### src/hdl/pbu_pkg.sv
// ---------------------------------------------------------------------------
// pbu_pkg
// types, constants and register map of the pixel blend unit
// ---------------------------------------------------------------------------
package pbu_pkg;

	localparam int MAX_DIM  = 4096;
	localparam int DIM_W    = 13;
	localparam int COORD_W  = 14;
	localparam int CHAN_W   = 8;
	localparam int ADDR_W   = 26;
	localparam int PROD_W   = 2 * CHAN_W;
	localparam int IDX_W    = 3;
	localparam int DATA_W   = 13;
	localparam int LANES    = 4;

	// largest effective dimension: MAX_DIM, or the 13-bit maximum if that is smaller
	localparam int DIM_CAP = (MAX_DIM > (1 << DIM_W) - 1) ? (1 << DIM_W) - 1 : MAX_DIM;

	localparam logic [IDX_W-1:0] REG_FRAME_WIDTH  = 3'd0;
	localparam logic [IDX_W-1:0] REG_FRAME_HEIGHT = 3'd1;
	localparam logic [IDX_W-1:0] REG_BLEND_ENABLE = 3'd2;
	localparam logic [IDX_W-1:0] REG_BLEND_MODE   = 3'd3;
	localparam logic [IDX_W-1:0] REG_BLEND_ALPHA  = 3'd4;

	localparam logic [CHAN_W-1:0] MODE_REPLACE = 8'd0;
	localparam logic [CHAN_W-1:0] MODE_ADD     = 8'd1;
	localparam logic [CHAN_W-1:0] MODE_MAX     = 8'd2;
	localparam logic [CHAN_W-1:0] MODE_AVG     = 8'd3;
	localparam logic [CHAN_W-1:0] MODE_SUB     = 8'd4;
	localparam logic [CHAN_W-1:0] MODE_REVSUB  = 8'd5;
	localparam logic [CHAN_W-1:0] MODE_MUL     = 8'd6;
	localparam logic [CHAN_W-1:0] MODE_ALPHA   = 8'd7;
	localparam logic [CHAN_W-1:0] MODE_XOR     = 8'd8;
	localparam logic [CHAN_W-1:0] MODE_MIN     = 8'd9;

	localparam logic [CHAN_W-1:0] CHAN_MAX = 8'hFF;
	localparam logic [CHAN_W-1:0] ROUND_HALF = 8'd127;

	localparam logic [DIM_W-1:0] WIDTH_RESET  = 13'd640;
	localparam logic [DIM_W-1:0] HEIGHT_RESET = 13'd480;

	typedef struct packed {
		logic [DIM_W-1:0]  frame_width;
		logic [DIM_W-1:0]  frame_height;
		logic              blend_enable;
		logic [CHAN_W-1:0] blend_mode;
		logic [CHAN_W-1:0] blend_alpha;
	} cfg_t;

	typedef logic [CHAN_W-1:0] chan_t;

endpackage

### src/hdl/pbu_if.sv
// ---------------------------------------------------------------------------
// pbu channel interfaces
// pixel request channel and blended result channel, valid/ready
// ---------------------------------------------------------------------------
interface pbu_pixel_if;
	import pbu_pkg::*;

	logic                      valid;
	logic                      ready;
	logic signed [COORD_W-1:0] pixel_x;
	logic signed [COORD_W-1:0] pixel_y;
	logic [CHAN_W-1:0]         dest_red;
	logic [CHAN_W-1:0]         dest_green;
	logic [CHAN_W-1:0]         dest_blue;
	logic [CHAN_W-1:0]         dest_alpha;
	logic [CHAN_W-1:0]         src_red;
	logic [CHAN_W-1:0]         src_green;
	logic [CHAN_W-1:0]         src_blue;
	logic [CHAN_W-1:0]         src_alpha;

	modport source (
		output valid, pixel_x, pixel_y, dest_red, dest_green, dest_blue, dest_alpha,
		output src_red, src_green, src_blue, src_alpha,
		input  ready
	);
	modport sink (
		input  valid, pixel_x, pixel_y, dest_red, dest_green, dest_blue, dest_alpha,
		input  src_red, src_green, src_blue, src_alpha,
		output ready
	);
endinterface

interface pbu_result_if;
	import pbu_pkg::*;

	logic              valid;
	logic              ready;
	logic [CHAN_W-1:0] out_red;
	logic [CHAN_W-1:0] out_green;
	logic [CHAN_W-1:0] out_blue;
	logic [CHAN_W-1:0] out_alpha;
	logic              write_enable;
	logic [ADDR_W-1:0] byte_address;

	modport source (
		output valid, out_red, out_green, out_blue, out_alpha, write_enable, byte_address,
		input  ready
	);
	modport sink (
		input  valid, out_red, out_green, out_blue, out_alpha, write_enable, byte_address,
		output ready
	);
endinterface

### src/hdl/pixel_blend_unit.sv
// ---------------------------------------------------------------------------
// pixel_blend_unit
// per-pixel RGBA blend and address stage of a framebuffer write path
// ---------------------------------------------------------------------------
// The pixel channel carries a coordinate, the destination RGBA pixel read
// from the framebuffer and the source colour. The result channel returns the
// blended RGBA value, a write enable (coordinate inside the frame) and the
// byte address (y*width+x)*4, zero when the write is suppressed.
// Four channel lanes run side by side; a merging register gathers their
// channels with the address unit into one result transfer.
// A pixel transfer passes through two registered stages: stage 1
// holds the lane products and the row multiply, stage 2 the rounded /255,
// column add and result. One pixel per clock while results are taken.
// The user must write the registers via cfg_we/cfg_index/cfg_data only
// while no pixel is in flight; the block does not enforce this. Indexes
// beyond the map are ignored. Reset clears the valid bits of both stages
// and loads the register reset values (640 x 480, blending off). When the
// receiver stalls, the result holds and stage 1 still takes one more pixel
// if empty; after that ready drops until the result is taken.
// ---------------------------------------------------------------------------
module pixel_blend_unit (
	input  logic                          clk,
	input  logic                          arst_n,
	pbu_pixel_if.sink                     pixel,
	pbu_result_if.source                  result,
	input  logic                          cfg_we,
	input  logic [pbu_pkg::IDX_W-1:0]     cfg_index,
	input  logic [pbu_pkg::DATA_W-1:0]    cfg_data
);
	import pbu_pkg::*;

	cfg_t  cfg_q;
	logic  valid_s1;
	logic  valid_s2;
	logic  adv_s2;
	logic  load_s1;
	logic  load_s2;

	chan_t lane_dest [LANES];
	chan_t lane_src  [LANES];
	chan_t lane_out  [LANES];
	logic  frame_hit;
	logic [ADDR_W-1:0] addr;

	chan_t             chan_s2 [LANES];
	logic              write_enable_s2;
	logic [ADDR_W-1:0] byte_address_s2;

	always_ff @(posedge clk or negedge arst_n) begin
		if (!arst_n) begin
			cfg_q.frame_width  <= WIDTH_RESET;
			cfg_q.frame_height <= HEIGHT_RESET;
			cfg_q.blend_enable <= 1'b0;
			cfg_q.blend_mode   <= MODE_REPLACE;
			cfg_q.blend_alpha  <= '0;
		end else if (cfg_we) begin
			case (cfg_index)
				REG_FRAME_WIDTH:  cfg_q.frame_width  <= cfg_data;
				REG_FRAME_HEIGHT: cfg_q.frame_height <= cfg_data;
				REG_BLEND_ENABLE: cfg_q.blend_enable <= cfg_data[0];
				REG_BLEND_MODE:   cfg_q.blend_mode   <= cfg_data[CHAN_W-1:0];
				REG_BLEND_ALPHA:  cfg_q.blend_alpha  <= cfg_data[CHAN_W-1:0];
				default: ;
			endcase
		end
	end

	// stage 1 refills whenever it is empty or the result register moves on or is empty
	assign adv_s2      = !valid_s2 || result.ready;
	assign pixel.ready = !valid_s1 || adv_s2;
	assign load_s1     = pixel.valid && pixel.ready;
	assign load_s2     = adv_s2 && valid_s1;

	always_ff @(posedge clk or negedge arst_n) begin
		if (!arst_n) begin
			valid_s1 <= 1'b0;
			valid_s2 <= 1'b0;
		end else begin
			if (pixel.ready) begin
				valid_s1 <= pixel.valid;
			end
			if (adv_s2) begin
				valid_s2 <= valid_s1;
			end
		end
	end

	assign lane_dest[0] = pixel.dest_red;
	assign lane_dest[1] = pixel.dest_green;
	assign lane_dest[2] = pixel.dest_blue;
	assign lane_dest[3] = pixel.dest_alpha;
	assign lane_src[0]  = pixel.src_red;
	assign lane_src[1]  = pixel.src_green;
	assign lane_src[2]  = pixel.src_blue;
	assign lane_src[3]  = pixel.src_alpha;

	for (genvar i = 0; i < LANES; i++) begin : g_lane
		pbu_lane u_lane (
			.clk     (clk),
			.load_s1 (load_s1),
			.dest    (lane_dest[i]),
			.src     (lane_src[i]),
			.cfg     (cfg_q),
			.blended (lane_out[i])
		);
	end

	pbu_addr u_addr (
		.clk          (clk),
		.load_s1      (load_s1),
		.pixel_x      (pixel.pixel_x),
		.pixel_y      (pixel.pixel_y),
		.cfg          (cfg_q),
		.frame_hit    (frame_hit),
		.byte_address (addr)
	);

	// merge stage: lane channels and address into one result register
	always_ff @(posedge clk) begin
		if (load_s2) begin
			for (int i = 0; i < LANES; i++) begin
				chan_s2[i] <= lane_out[i];
			end
			write_enable_s2 <= frame_hit;
			byte_address_s2 <= addr;
		end
	end

	assign result.valid        = valid_s2;
	assign result.out_red      = chan_s2[0];
	assign result.out_green    = chan_s2[1];
	assign result.out_blue     = chan_s2[2];
	assign result.out_alpha    = chan_s2[3];
	assign result.write_enable = write_enable_s2;
	assign result.byte_address = byte_address_s2;

endmodule

### src/hdl/pbu_lane.sv
// ---------------------------------------------------------------------------
// pbu_lane
// one colour channel: mode select and products in stage 1, rounding /255
// ---------------------------------------------------------------------------
module pbu_lane (
	input  logic                 clk,
	input  logic                 load_s1,
	input  pbu_pkg::chan_t       dest,
	input  pbu_pkg::chan_t       src,
	input  pbu_pkg::cfg_t        cfg,
	output pbu_pkg::chan_t       blended
);
	import pbu_pkg::*;

	logic [PROD_W-1:0] prod0_s1;
	logic [PROD_W-1:0] prod1_s1;
	chan_t             simple_s1;
	logic              use_div_s1;

	chan_t             simple;
	logic              use_div;
	chan_t             mul_b;
	logic [CHAN_W:0]   chan_sum;
	logic [CHAN_W:0]   chan_avg;
	logic [PROD_W:0]   round_sum;
	logic [PROD_W:0]   quot;

	always_comb begin
		chan_sum = {1'b0, dest} + {1'b0, src};
		chan_avg = chan_sum + (CHAN_W+1)'(1);
		use_div  = 1'b0;
		simple   = src;
		if (cfg.blend_enable) begin
			case (cfg.blend_mode)
				MODE_ADD:    simple = chan_sum[CHAN_W] ? CHAN_MAX : chan_sum[CHAN_W-1:0];
				MODE_MAX:    simple = (dest > src) ? dest : src;
				MODE_AVG:    simple = chan_avg[CHAN_W:1];
				MODE_SUB:    simple = (dest > src) ? dest - src : '0;
				MODE_REVSUB: simple = (src > dest) ? src - dest : '0;
				MODE_XOR:    simple = dest ^ src;
				MODE_MIN:    simple = (dest < src) ? dest : src;
				MODE_MUL,
				MODE_ALPHA:  use_div = 1'b1;
				default:     simple = src;
			endcase
		end
		// 255 - alpha is the bitwise complement for an 8-bit weight
		mul_b = (cfg.blend_mode == MODE_ALPHA) ? ~cfg.blend_alpha : src;
	end

	always_ff @(posedge clk) begin
		if (load_s1) begin
			prod0_s1   <= dest * mul_b;
			prod1_s1   <= (cfg.blend_mode == MODE_ALPHA) ? src * cfg.blend_alpha : '0;
			simple_s1  <= simple;
			use_div_s1 <= use_div;
		end
	end

	// divide by 255 through (t + 1 + t/256) / 256, exact for t below 65535
	always_comb begin
		round_sum = {1'b0, prod0_s1} + {1'b0, prod1_s1} + (PROD_W+1)'(ROUND_HALF);
		quot      = (round_sum + (PROD_W+1)'(1) + (round_sum >> CHAN_W)) >> CHAN_W;
		blended   = use_div_s1 ? quot[CHAN_W-1:0] : simple_s1;
	end

endmodule

### src/hdl/pbu_addr.sv
// ---------------------------------------------------------------------------
// pbu_addr
// bounds check and framebuffer byte address of one pixel
// ---------------------------------------------------------------------------
module pbu_addr (
	input  logic                                clk,
	input  logic                                load_s1,
	input  logic signed [pbu_pkg::COORD_W-1:0]  pixel_x,
	input  logic signed [pbu_pkg::COORD_W-1:0]  pixel_y,
	input  pbu_pkg::cfg_t                       cfg,
	output logic                                frame_hit,
	output logic [pbu_pkg::ADDR_W-1:0]          byte_address
);
	import pbu_pkg::*;

	logic [DIM_W-1:0]    eff_width;
	logic [DIM_W-1:0]    eff_height;
	logic                in_frame;

	logic                inside_s1;
	logic [2*DIM_W-1:0]  row_base_s1;
	logic [DIM_W-1:0]    col_s1;
	logic [2*DIM_W-1:0]  pixel_index;

	always_comb begin
		eff_width  = (cfg.frame_width  > DIM_W'(DIM_CAP)) ? DIM_W'(DIM_CAP) : cfg.frame_width;
		eff_height = (cfg.frame_height > DIM_W'(DIM_CAP)) ? DIM_W'(DIM_CAP) : cfg.frame_height;
		in_frame   = !pixel_x[COORD_W-1] && !pixel_y[COORD_W-1]
			&& (pixel_x[DIM_W-1:0] < eff_width) && (pixel_y[DIM_W-1:0] < eff_height);
	end

	always_ff @(posedge clk) begin
		if (load_s1) begin
			inside_s1   <= in_frame;
			row_base_s1 <= pixel_y[DIM_W-1:0] * eff_width;
			col_s1      <= pixel_x[DIM_W-1:0];
		end
	end

	always_comb begin
		pixel_index  = row_base_s1 + {{DIM_W{1'b0}}, col_s1};
		frame_hit    = inside_s1;
		byte_address = inside_s1 ? {pixel_index[ADDR_W-3:0], 2'b00} : '0;
	end

endmodule

### src/flat_wrapper.sv
// flat-port wrapper written by rule: the top's interface ports become plain ports
module pixel_blend_unit_flat import pbu_pkg::*;
  (clk, arst_n, cfg_we, cfg_index, cfg_data, pixel_valid, pixel_pixel_x, pixel_pixel_y, pixel_dest_red, pixel_dest_green, pixel_dest_blue, pixel_dest_alpha, pixel_src_red, pixel_src_green, pixel_src_blue, pixel_src_alpha, pixel_ready, result_valid, result_out_red, result_out_green, result_out_blue, result_out_alpha, result_write_enable, result_byte_address, result_ready);
  pbu_pixel_if pixel_i ();
  pbu_result_if result_i ();
  input  logic clk;
  input  logic arst_n;
  input  logic cfg_we;
  input  logic [pbu_pkg::IDX_W-1:0] cfg_index;
  input  logic [pbu_pkg::DATA_W-1:0] cfg_data;
  input wire logic [$bits(pixel_i.valid)-1:0] pixel_valid;
  input wire logic [$bits(pixel_i.pixel_x)-1:0] pixel_pixel_x;
  input wire logic [$bits(pixel_i.pixel_y)-1:0] pixel_pixel_y;
  input wire logic [$bits(pixel_i.dest_red)-1:0] pixel_dest_red;
  input wire logic [$bits(pixel_i.dest_green)-1:0] pixel_dest_green;
  input wire logic [$bits(pixel_i.dest_blue)-1:0] pixel_dest_blue;
  input wire logic [$bits(pixel_i.dest_alpha)-1:0] pixel_dest_alpha;
  input wire logic [$bits(pixel_i.src_red)-1:0] pixel_src_red;
  input wire logic [$bits(pixel_i.src_green)-1:0] pixel_src_green;
  input wire logic [$bits(pixel_i.src_blue)-1:0] pixel_src_blue;
  input wire logic [$bits(pixel_i.src_alpha)-1:0] pixel_src_alpha;
  output wire logic [$bits(pixel_i.ready)-1:0] pixel_ready;
  output wire logic [$bits(result_i.valid)-1:0] result_valid;
  output wire logic [$bits(result_i.out_red)-1:0] result_out_red;
  output wire logic [$bits(result_i.out_green)-1:0] result_out_green;
  output wire logic [$bits(result_i.out_blue)-1:0] result_out_blue;
  output wire logic [$bits(result_i.out_alpha)-1:0] result_out_alpha;
  output wire logic [$bits(result_i.write_enable)-1:0] result_write_enable;
  output wire logic [$bits(result_i.byte_address)-1:0] result_byte_address;
  input wire logic [$bits(result_i.ready)-1:0] result_ready;
  assign pixel_i.valid = pixel_valid;
  assign pixel_i.pixel_x = pixel_pixel_x;
  assign pixel_i.pixel_y = pixel_pixel_y;
  assign pixel_i.dest_red = pixel_dest_red;
  assign pixel_i.dest_green = pixel_dest_green;
  assign pixel_i.dest_blue = pixel_dest_blue;
  assign pixel_i.dest_alpha = pixel_dest_alpha;
  assign pixel_i.src_red = pixel_src_red;
  assign pixel_i.src_green = pixel_src_green;
  assign pixel_i.src_blue = pixel_src_blue;
  assign pixel_i.src_alpha = pixel_src_alpha;
  assign pixel_ready = pixel_i.ready;
  assign result_valid = result_i.valid;
  assign result_out_red = result_i.out_red;
  assign result_out_green = result_i.out_green;
  assign result_out_blue = result_i.out_blue;
  assign result_out_alpha = result_i.out_alpha;
  assign result_write_enable = result_i.write_enable;
  assign result_byte_address = result_i.byte_address;
  assign result_i.ready = result_ready;
  pixel_blend_unit u_core (.clk(clk), .arst_n(arst_n), .pixel(pixel_i), .result(result_i), .cfg_we(cfg_we), .cfg_index(cfg_index), .cfg_data(cfg_data));
endmodule
### config.mk
export PLATFORM = sky130hd
export DESIGN_NAME = pixel_blend_unit_flat
export DESIGN_NICKNAME = d
export VERILOG_FILES = /design/src/hdl/pbu_pkg.sv /design/src/hdl/pbu_if.sv /design/src/hdl/pixel_blend_unit.sv /design/src/hdl/pbu_lane.sv /design/src/hdl/pbu_addr.sv /design/src/flat_wrapper.sv
export SDC_FILE = /design/constraint.sdc
export NUM_CORES = 2
export LEC_CHECK = 0
export ABC_AREA = 1
export BUFFER_PORTS_ARGS = -buffer_cell sky130_fd_sc_hd__buf_2
export CELL_PAD_IN_SITES_DETAIL_PLACEMENT = 1
export CELL_PAD_IN_SITES_GLOBAL_PLACEMENT = 2
export CORE_AREA = 2 2 336 338
export CTS_CLUSTER_SIZE = 25
export DETAILED_ROUTE_END_ITERATION = 8
export DIE_AREA = 0 0 338 340
export PLACE_DENSITY_LB_ADDON = 0.1
export SLEW_MARGIN = 15
export SYNTH_ARGS = -nofsm -noshare
export SYNTH_HDL_FRONTEND = slang
export SYNTH_SLANG_ARGS = --single-unit
### constraint.sdc
create_clock -name clk -period 11.8 [get_ports clk]
set_clock_uncertainty 0.05 [all_clocks]
set_input_delay 1.77 -clock clk [delete_from_list [all_inputs] [get_ports clk]]
set_output_delay 1.77 -clock clk [all_outputs]
set_load 0.03 [all_outputs]
Yosys cells after proc, flatten, opt, wreduce, memory -nomap -nowiden
Memory sizes are Yosys's and may differ from the RTL's.
Index checks and enable logic that the tools add are counted.
- register bits after elaboration: 271
- bits in writable memories: 32
- bits of input ports: 113
- word-level logic and storage cells: 162
- memories: 1
- add/subtract/negate cells: 33
- $mul: 9
- magnitude comparators: 16
- equality and inequality tests: 13
- mux-type cells: 41
- bitwise gates (word level): 5
- reductions and logical operators: 18
- memories (name ; words ; width ; read ports ; clocked after Yosys merged registers in ; write ports ; line ; RTL):
    u_core.chan_s2 ; 4 ; 8 ; 4 ; 0 ; 4 ; pixel_blend_unit.sv:45 ; chan_t chan_s2 [LANES];
- operators by type and width (operator ; count):
    $mux W8 ; 32
    $pmux W8 S7 ; 4
    $mul A8 B8 Y16 ; 8
    $add A16 B16 Y17 ; 4
    $add A17 B7 Y17 const B ; 4
    $add A16 B1 Y16 const B ; 4
    $add A16 B9 Y16 ; 4
    $gt A8 B8 Y1 ; 8
    $sub A8 B8 Y8 ; 8
    $add A8 B8 Y9 ; 4
    $add A9 B1 Y9 const B ; 4
    $eq A8 B3 Y1 const B ; 4
    $lt A8 B8 Y1 ; 4
    $xor A8 B8 Y8 ; 4
    $gt A13 B13 Y1 const B ; 2
    $lt A13 B13 Y1 ; 2
    $mux W13 ; 2
    $add A24 B13 Y24 ; 1
    $mul A13 B13 Y24 ; 1
    $eq A8 B2 Y1 const B ; 2
    $eq A8 B4 Y1 const B ; 2
    $reduce_and A2 Y1 ; 5
    $eq A8 B1 Y1 const B ; 1
    $not A8 Y8 ; 1
    9 further kinds ; 20

Logic depth before layout (Yosys ltp)
- word-level depth: 5
- mapped depth: 28

Cells and area by module
A second synthesis with hierarchy kept.
- cell total of the unflattened synthesis: 6451
- area, all modules: 48546.6 um^2
- by module, submodules not included (module ; times used ; cells each ; area an instance (um^2)):
    pbu_lane (u_core.g_lane[2].u_lane) ; 1 ; 1282 ; 9252.6
    pbu_lane (u_core.g_lane[1].u_lane) ; 1 ; 1272 ; 9163.8
    pbu_lane (u_core.g_lane[3].u_lane) ; 1 ; 1271 ; 9118.7
    pbu_lane (u_core.g_lane[0].u_lane) ; 1 ; 1266 ; 9013.6
    pbu_addr ; 1 ; 1091 ; 8366.8
    pixel_blend_unit ; 1 ; 269 ; 3631.0

Worst setup path after synthesis
No wires, ideal clock.
- kind: input to register
- start: input result_ready
- end: register u_core.g_lane[0].u_lane.prod0_s1[0] (enable)
- library setup time: 550 ps
- arrival: 6057 ps
- data required time: 11200 ps
- setup slack: 5142 ps
- stages: 4
- path through: inv_1 nand3_1 nand2_1 inv_1
- longest elaborated chain between the ends: 3
- RTL lines (item ; line ; RTL):
    start: declaration ; flat_wrapper.sv:30 ; input wire logic [$bits(result_i.ready)-1:0] result_ready;
    $logic_or A1 B1 Y1 ; pixel_blend_unit.sv:69 ; assign adv_s2 = !valid_s2 || result.ready;
    $logic_or A1 B1 Y1 ; pixel_blend_unit.sv:70 ; assign pixel.ready = !valid_s1 || adv_s2;
    named net pixel_ready ; flat_wrapper.sv:22 ; output wire logic [$bits(pixel_i.ready)-1:0] pixel_ready;
    $logic_and A1 B1 Y1 ; pixel_blend_unit.sv:71 ; assign load_s1 = pixel.valid && pixel.ready;
    named net u_core.g_lane[0].u_lane.load_s1 ; pbu_lane.sv:7 ; input logic load_s1,
    end signal: assignment ; pbu_lane.sv:53 ; prod0_s1 <= dest * mul_b;
    end: declaration ; pbu_lane.sv:15 ; logic [PROD_W-1:0] prod0_s1;
The timed path passes the listed nets, and every way through them passes these cells.
A chain may end at the register's enable or synchronous reset.

Worst setup path in the final report
- start: register u_core.cfg_q[10] (netlist name)
- end: register u_core.g_lane[1].u_lane.prod0_s1[14], data pin
- longest elaborated chain between the ends: 3
- RTL lines (item ; line ; RTL):
    start: declaration ; pixel_blend_unit.sv:32 ; cfg_t cfg_q;
    $eq A8 B3 Y1 ; pbu_lane.sv:48 ; mul_b = (cfg.blend_mode == MODE_ALPHA) ? ~cfg.blend_alpha : src;
    $mux W8 ; pbu_lane.sv:48 ;
    $mul A8 B8 Y16 ; pbu_lane.sv:53 ;
    end signal: assignment ; pbu_lane.sv:53 ;
    end: declaration ; pbu_lane.sv:15 ;
Every way passes these cells.

==> flow_summary.toml <==
[timing]
fmax_ghz = 0.151
period_minus_slack_ns = 6.62
finalSetupTns_ns = 0
hold_violations = 0
worst_pin_slew_ns = 1.16
layout_setup_ws_ns = 5.18
drv_slew = 0
finalSetupViolCount = 0
rsz0062_at_grt = "false"
slew_headroom = 0.225
finalCritPeriodShare = 0.561

[route]
wl_met2_um = 73500
wl_met1_um = 69900
vias_per_cell = 5.19
num_vias = 40300
wl_per_cell_um = 19.8
wl_met3_um = 5880
drtIter0Drc = 1881
top_layer = "met5"
drtPass1Iterations = 5
ant_nets = 0
finalWirelength_um = 154000
drc = 0

[worst_hold_path]
min_path_type = "flip-flop to flip-flop"
holdPathStages = 2
min_from = "u_core.cfg_q[34]"

[grt]
grt.overflow.total = 0
grt_max_degree = 131
antenna_found_initial = 18
grt_usage = 0.270
grt_pass1_vias = 42700
grt_pass1_wl_um = 242000

[synthesis]
synth_xor_area_frac = 0.0292
synth_ff_type = "edfxtp_1"
yosys_warnings = 0
synth_area_leaders = "fa_1 18%, ha_1 17%, edfxtp_1 17%"
syn_area_per_cell_um2 = 7.55
synth_mux_area_frac = 0
synth_top_family_by_area = "adder cells"
synth-simple-area-share = 0.213
netlist_area_um2 = 46500
synth-compound-area-share = 0.0959
synth_cell_types = 63
ys_seq_area_frac = 0.190
synth_edf_count = 256
async_flop_share = 0.150
syn_inst = 6152
ys_seq_elements = 301
synth_top_area_frac = 0.183
synth_area_leader_cell = "fa_1"
synth_fa_ha_area_frac = 0.356

[clock_network]
cts_resized = 0
clock_path_buffers = 3
cts_root_buffer = "clkbuf_16"
postCtsSetupBuffers = 0
numClockSinks = 301
hold_buffers = 0
path_clk_slew_ns = 0.07
clk_latency_ns = 0.58
cts_tree = "done"
htree_levels = 2
cts_buffers = 40

[placed_design]
post-place-ws_ns = 4.93
port_buffers = 171
gp_congestion = 0.908
dp_hpwl_um = 125000
dp.cells = 7691

[layout]
postLayoutCoreUtil = 0.448
nNetsFinal = 7414
nFillCells = 14000
final_cells = 7766
drive_gt1_frac = 0.0536
area_growth_pct = 7.52

[status]
outcome = "finished clean"

[setup_path]
startpoint_type = "flip-flop"
crit_required_ns = 12.06
r2r-start = "u_core.cfg_q[10]"
cp_max_fo = 7
crit_path_start = "u_core.cfg_q[10]"
worstSetupPathType = "flip-flop to flip-flop"
cp-end-kind = "flip-flop"
rrSetupSlack_ns = 5.18
r2r_cells = 24
arrival_ns = 6.88

[floorplanning]
row_count = 123
die_w_um = 338
start_util = 0.416
die_area_um2 = 115000
die_h_um = 340
num_io_pins = 174
core_um2 = 112000

[pwr]
p_leak_nw = 26.8
p_total_w = 0.0104
peakVddDrop_mv = 0.137
power_density_nw_per_um2 = 208

[job]
max_cap_viol_count = 0
-- power breakdown --
| part | total, W | internal, W | switching, W |
|---|---|---|---|
| clock | 0.00120 | 0.000688 | 0.000513 |
| sequential | 0.00171 | 0.00157 | 0.000141 |
| combinational | 0.00751 | 0.00264 | 0.00486 |
| total | 0.0104 | 0.00490 | 0.00552 |
-- flip-flops by register name, indices dropped and copies added, names as in the netlist --
signal,flops
u_core.cfg_q,43
u_core.chan_s2,32
u_core.g_lane.u_lane.prod0_s1,64
u_core.g_lane.u_lane.prod1_s1,64
u_core.g_lane.u_lane.simple_s1,32
u_core.g_lane.u_lane.use_div_s1,1
u_core.result.byte_address,24
u_core.result.valid,1
u_core.result.write_enable,1
u_core.u_addr.col_s1,13
u_core.u_addr.frame_hit,1
u_core.u_addr.row_base_s1,24
u_core.valid_s1,1
-- kinds of logic (layout without fill, tap and decap cells) --
logic type / Yosys count / in the layout
buffers and inverters: 1397 / 1507
AO/OA/AOI/OAI: 806 / 806
XOR/XNOR: 154 / 154
flip-flops: 301 / 301
adder cells (fa/ha/maj): 1068 / 1068
other: 1 / 5
AND/OR/NAND/NOR: 2425 / 2425
-- worst paths after layout --
kind / to
max in group asynchronous: u_core.cfg_q[2]
setup / recovery: u_core.g_lane[1].u_lane.prod0_s1[14]
hold / removal: u_core.cfg_q[34]
min in group asynchronous: u_core.cfg_q[28]
setup reg to reg: u_core.g_lane[1].u_lane.prod0_s1[14]
hold reg to reg: u_core.cfg_q[34]
-- worst max-delay path, stage by stage (launching register included) --
cell	delay (ns)
dfrtp_1	0.42
inv_1	0.09
nor2_2	0.29
inv_1	0.20
nor3_2	0.39
nand2_1	0.63
nand2_1	0.51
inv_1	0.14
nand2_1	0.10
fa_1	0.44
fa_1	0.54
inv_1	0.05
fa_1	0.47
inv_1	0.05
fa_1	0.47
inv_1	0.04
ha_1	0.34
a21oi_1	0.22
o21ai_0	0.12
a21oi_1	0.20
o21ai_0	0.16
a21oi_1	0.16
nor2_1	0.05
nor2_1	0.11
xnor2_1	0.09
-- area by class of cell --
cell class	instances	area (um^2)	share of cell area
multi-input combinational	4455	32300	0.646
sequential	301	8820	0.177
inverter	1242	4670	0.0936
tap	1500	1880	0.0376
clock buffer	49	1060	0.0211
timing repair buffer	193	1020	0.0204
clock inverter	23	209	0.00418
antenna	3	7.51	0.000150
-- cell usage after synthesis (45+ instances only) --
cell type / count
a21oi_1: 367
clkbuf_1: 100
edfxtp_1: 256
fa_1: 425
ha_1: 643
inv_1: 1202
nand2_1: 1429
nand3_1: 260
nand4_1: 70
nor2_1: 573
o21ai_0: 262
xnor2_1: 45
xor2_1: 108
-- stage by stage --
stage                     hold WS [ns]  area (um^2)
after floorplan                  0.374        46500
after global placement           0.417        48700
after detailed placement         0.424        48700
after CTS                        0.440        50000
after global routing             0.462        50000
final                            0.436        50000
-- layout by cell type (no fill, tap or decap), drive strengths merged, types with 30 or more instances in the layout --
| cell | instances |
|---|---|
| buf | 193 |
| o21ai | 277 |
| xnor2 | 45 |
| nor3 | 37 |
| a21oi | 370 |
| inv | 1234 |
| xor2 | 109 |
| nor2 | 587 |
| nand3 | 264 |
| nand4 | 70 |
| edfxtp | 256 |
| ha | 643 |
| clkbuf | 49 |
| o21a | 30 |
| fa | 425 |
| nand2 | 1436 |
| dfrtp | 39 |
-- layer usage --
metal	global-route usage	up-vias
met5	0	-
met3	0.0283	196
met4	0.0731	22
met2	0.461	667
met1	0.364	19800
li1	-	19600
Note: power is estimated with default switching activity, not from simulation.
